===== src/tofwv_pkg.sv =====
`default_nettype none
package tofwv_pkg;

  localparam int TIME_W  = 32;
  localparam int PATH_W  = 20;
  localparam int SPEED_W = 21;
  localparam int MAG_W   = 21;
  localparam int DIR_W   = 15;

  localparam int SPEED_LIMIT = 1000000;
  localparam int HALF_SCALE  = 500000000;
  localparam int PATH_RESET  = 200000;

  // axis divider: quotient bits below the overflow check
  localparam int DIV_STEPS = 21;
  // 4 setup stages, one per quotient bit, one for saturate and sign
  localparam int AXIS_LAT  = 4 + DIV_STEPS + 1;

  localparam int SQRT_STEPS   = 21;
  localparam int CORDIC_STEPS = 20;
  localparam int CORDIC_SHIFT = 20;
  // magnitude and direction units share one latency
  localparam int VEC_LAT      = 23;

  localparam int DIR_RIGHT  = 9000;
  localparam int ATAN_CLAMP = 9000 * 256;

  typedef enum logic [0:0] {
    CFG_X_PATH = 1'b0,
    CFG_Y_PATH = 1'b1
  } cfg_reg_t;

  // atan(2^-i) in 1/256 hundredth of a degree
  function automatic logic [20:0] atan_step(input int i);
    logic [20:0] r;
    begin
      r = '0;
      unique case (i)
        0:  r = 21'd1152000;
        1:  r = 21'd680065;
        2:  r = 21'd359328;
        3:  r = 21'd182400;
        4:  r = 21'd91554;
        5:  r = 21'd45822;
        6:  r = 21'd22916;
        7:  r = 21'd11459;
        8:  r = 21'd5730;
        9:  r = 21'd2865;
        10: r = 21'd1432;
        11: r = 21'd716;
        12: r = 21'd358;
        13: r = 21'd179;
        14: r = 21'd90;
        15: r = 21'd45;
        16: r = 21'd22;
        17: r = 21'd11;
        18: r = 21'd6;
        19: r = 21'd3;
        default: r = '0;
      endcase
      return r;
    end
  endfunction

endpackage
`default_nettype wire


===== src/tofwv_sqrt.sv =====
`default_nettype none
module tofwv_sqrt (
  input  wire logic                                clk,
  input  wire logic                                en,
  input  wire logic signed [tofwv_pkg::SPEED_W-1:0] xs,
  input  wire logic signed [tofwv_pkg::SPEED_W-1:0] ys,
  output logic [tofwv_pkg::MAG_W-1:0]              root
);
  import tofwv_pkg::*;

  localparam int PR_W  = 2 * SPEED_W;
  localparam int SQ_W  = 40;
  localparam int N_W   = SQ_W + 1;
  localparam int RES_W = N_W + 1;

  logic signed [PR_W-1:0] px, py;
  logic [SQ_W-1:0]  sqx, sqy;
  logic [N_W-1:0]   n_v   [0:SQRT_STEPS];
  logic [RES_W-1:0] res_v [0:SQRT_STEPS];

  assign px = PR_W'(xs) * PR_W'(xs);
  assign py = PR_W'(ys) * PR_W'(ys);

  always_ff @(posedge clk) begin
    if (en) begin
      sqx      <= px[SQ_W-1:0];
      sqy      <= py[SQ_W-1:0];
      n_v[0]   <= N_W'(sqx) + N_W'(sqy);
      res_v[0] <= '0;
    end
  end

  for (genvar i = 0; i < SQRT_STEPS; i++) begin : g_step
    localparam int B = 2 * (SQRT_STEPS - 1 - i);
    localparam logic [RES_W:0] BIT = (RES_W+1)'(1) << B;
    logic [RES_W:0] trial;
    logic           take;
    assign trial = (RES_W+1)'(res_v[i]) + BIT;
    assign take  = (RES_W+1)'(n_v[i]) >= trial;
    always_ff @(posedge clk) begin
      if (en) begin
        n_v[i+1]   <= take ? N_W'((RES_W+1)'(n_v[i]) - trial) : n_v[i];
        res_v[i+1] <= take ? RES_W'((res_v[i] >> 1) + RES_W'(BIT)) : (res_v[i] >> 1);
      end
    end
  end

  assign root = res_v[SQRT_STEPS][MAG_W-1:0];

endmodule
`default_nettype wire


===== config.mk =====
export PLATFORM = sky130hd
export DESIGN_NAME = tofwv_sqrt
export DESIGN_NICKNAME = d
export VERILOG_FILES = /design/src/tofwv_pkg.sv /design/src/tofwv_sqrt.sv
export SDC_FILE = /design/constraint.sdc
export NUM_CORES = 2
export LEC_CHECK = 0
export BUFFER_PORTS_ARGS = -buffer_cell sky130_fd_sc_hd__buf_2
export CAP_MARGIN = 15
export CORE_UTILIZATION = 24
export CTS_BUF_LIST = sky130_fd_sc_hd__clkbuf_8
export DETAILED_ROUTE_END_ITERATION = 7
export SLEW_MARGIN = 20
export SYNTH_ARGS = -nofsm -noshare
export SYNTH_HDL_FRONTEND = slang
export SYNTH_SLANG_ARGS = --single-unit

===== constraint.sdc =====
create_clock -name clk -period 7.1 [get_ports clk]
set_input_delay 0.71 -clock clk [delete_from_list [all_inputs] [get_ports clk]]
set_output_delay 0.71 -clock clk [all_outputs]
set_load 0.005 [all_outputs]

==> metrics.txt <==
run status finished clean; number of buffers inserted to repair setup after CTS 0; global-route wire length before repair 277000 µm; Critical Path Fanout Max 4; mean number of vias per cell 4.04; TritonCTS clock tree done; capture instance of the worst register-to-register path n_v[19][32]; buffer type at the clock tree root sky130_fd_sc_hd__clkbuf_8; count of instances resized after the clock tree is built 0; placeable core region 343000 µm²; number of enable flip-flop cells after synthesis 1170; time the final worst path needs with I/O delays and setup 6.73 ns; placed wire-length estimate 138000 µm; number of iterations in the first detailed-routing pass 7; origin of the worst setup path ys[8]; yosys synthesis warning count 0; register area share after synthesis 0.425; largest net degree at the start of global routing 168; synthesized instance count 7189; final period utilization 0.948; post-route setup TNS 0 ns; max cap viols 0; clock transition time at the flip-flop clock pins of the worst setup and hold paths 0.07 ns; final routed wire length divided by cell count 13.5 µm; number of setup violations in the final report 0; most common flop cell mapped by yosys sky130_fd_sc_hd__edfxtp_1; Netlist cell types 83; antenna violations before repair 5; R2R setup slack 2.91 ns; CP required 7.73 ns; count of standard-cell rows 215; reg2reg start n_v[18][22]; unrepaired setup endpoints after global routing no; layout overhead on the synthesized area 16.1%; Final Hold Fails 0; global-route usage over all layers 0.0982; layout cell share with drive strength beyond 1 0.123; clk buf depth 3; sort of element at the start of the critical path primary input; leading cell types in the layout, fill and taps excluded sky130_fd_sc_hd__inv_1 (1485), sky130_fd_sc_hd__edfxtp_1 (1170), sky130_fd_sc_hd__fa_1 (799); tightest slew margin relative to the limit 0.323; antenna-violating nets left 0; Vias 50700; area of the die 346000 µm²; remaining routing DRC violations 0; Placement Setup Slack -0.564 ns; number of nets in the synthesized netlist 8572; vias in the first global route 53800; Worst Path Class, Setup in -> reg; Chip Height 589 µm; Post-Syn Area 82600 µm²; clock latency of the later-clocked register in the worst-skew pair 0.87 ns; path category of the worst min-delay check in -> reg; Total Nets Final 9245; gpl congestion 0.859; Starting DRT DRC Count 2234; syn_area_per_cell 11.5 µm²; die outline width 589 µm; Filler Cells Inserted 35600; Max Clk Rate 149 MHz; most common cell after layout, fill and taps aside sky130_fd_sc_hd__inv_1; CTS Hold Buffers Added 0; Top Ports 65; sink count of the clock tree 1170; setup skew after layout 0.0429 ns; final worst-path setup slack 0.369 ns; Critical path destination sqy[38]; GRT overflow 0; effective utilization at floorplan 0.241; maximum level of the CTS H-tree 4; clock buffers created by TritonCTS 168; proportion of register bits with asynchronous set or reset after synthesis 0; CP endpoint kind flip-flop; worst slew pin tran 1.02 ns; R2R depth 11; arrival time of data at the critical path endpoint 7.36 ns; max-slew violation total from the final report 0; utilization of the core after routing 0.280; count of state elements after synthesis 1170; Buffers on Ports 64; routed wire length 169000 µm
==> layer usage <==
layer / wire length [µm] / vias up / global-route usage
li1: - / 25300 / -
met5: 35 / - / 0
met1: 70700 / 24500 / 0.112
met4: 4550 / 6 / 0.0302
met2: 89800 / 664 / 0.188
met3: 4420 / 251 / 0.0126
==> worst max-delay path, stage by stage <==
cell                         delay [ns]
sky130_fd_sc_hd__buf_2             0.14
sky130_fd_sc_hd__clkinvlp_4        0.15
sky130_fd_sc_hd__buf_4             0.16
sky130_fd_sc_hd__nor2_1            0.13
sky130_fd_sc_hd__fa_1              0.45
sky130_fd_sc_hd__fa_1              0.52
sky130_fd_sc_hd__inv_1             0.05
sky130_fd_sc_hd__fa_1              0.52
sky130_fd_sc_hd__inv_1             0.05
sky130_fd_sc_hd__fa_1              0.45
sky130_fd_sc_hd__ha_1              0.34
sky130_fd_sc_hd__fa_1              0.54
sky130_fd_sc_hd__inv_1             0.05
sky130_fd_sc_hd__fa_1              0.57
sky130_fd_sc_hd__inv_1             0.05
sky130_fd_sc_hd__ha_1              0.30
sky130_fd_sc_hd__a21o_1            0.16
sky130_fd_sc_hd__a21o_1            0.19
sky130_fd_sc_hd__a21oi_1           0.15
sky130_fd_sc_hd__o21ai_1           0.10
sky130_fd_sc_hd__a221o_1           0.36
sky130_fd_sc_hd__a311oi_2          0.26
sky130_fd_sc_hd__buf_4             0.18
sky130_fd_sc_hd__o21a_1            0.14
sky130_fd_sc_hd__o21ai_0           0.15
sky130_fd_sc_hd__a221oi_1          0.36
sky130_fd_sc_hd__xnor2_1           0.10
==> cell usage after synthesis (all sizes together) (111+ instances only) <==
master  count  area (µm²)
inv      1439        5400
edfxtp   1170       35100
fa        806       16100
ha        533        6670
nand2     509        1910
nor2      352        1320
xnor2     277        2430
a21oi     248        1240
o21ai     238        1190
xor2      195        1710
a21o      145        1090
and2      133         832
nor4      131         841
nor3      125         646
clkbuf    111         417
==> area by class of cell <==
type                            count  area (µm²)  area share
Multi-Input combinational cell   4445       41800       0.436
Antenna cell                        4        10.0    0.000104
Timing Repair Buffer              632        4820      0.0503
Inverter                         1445        5430      0.0567
Clock inverter                    118         696     0.00725
Tap cell                         4557        5700      0.0595
Clock buffer                      169        2330      0.0243
Sequential cell                  1170       35100       0.366
==> registers in the layout, summed over array words and instances, names as in the netlist <==
signal	flops
n_v	861
sqx	39
res_v	231
sqy	39
==> kinds of logic after synthesis <==
| group | synth area share |
|---|---|
| xor+xnor | 0.0501 |
| fa+ha+maj | 0.276 |
| other cells | 0.0000454 |
| simple gates | 0.102 |
| buf+inv | 0.0720 |
| mux | 0.00582 |
| compound gates | 0.0689 |
| flops | 0.425 |
==> worst min path at each step <==
stage | cells past startpoint | endpoint | from
5_1_grt | 2 | sqy[0] | ys[0]
4_1_cts | 2 | sqy[0] | ys[0]
2_1_floorplan | 0 | n_v[1][0] | n_v[0][0]
6_report | 1 | res_v[2][218] | en
3_3_place_gp | 0 | n_v[1][18] | n_v[0][18]
3_5_place_dp | 0 | n_v[1][23] | n_v[0][23]
==> through the flow <==
stage,area [µm²],hold WS [ns],std cells
6_report,95900,0.382,12500
5_1_grt,95900,0.332,12500
4_1_cts,95900,0.295,12500
3_5_place_dp,92800,0.405,12200
3_3_place_gp,92800,0.401,12200
2_1_floorplan,83000,0.400,7189
Power is left out: the tool's default activity adds up to more than one toggle a clock period on the data nets, which glitch-free logic cannot reach.
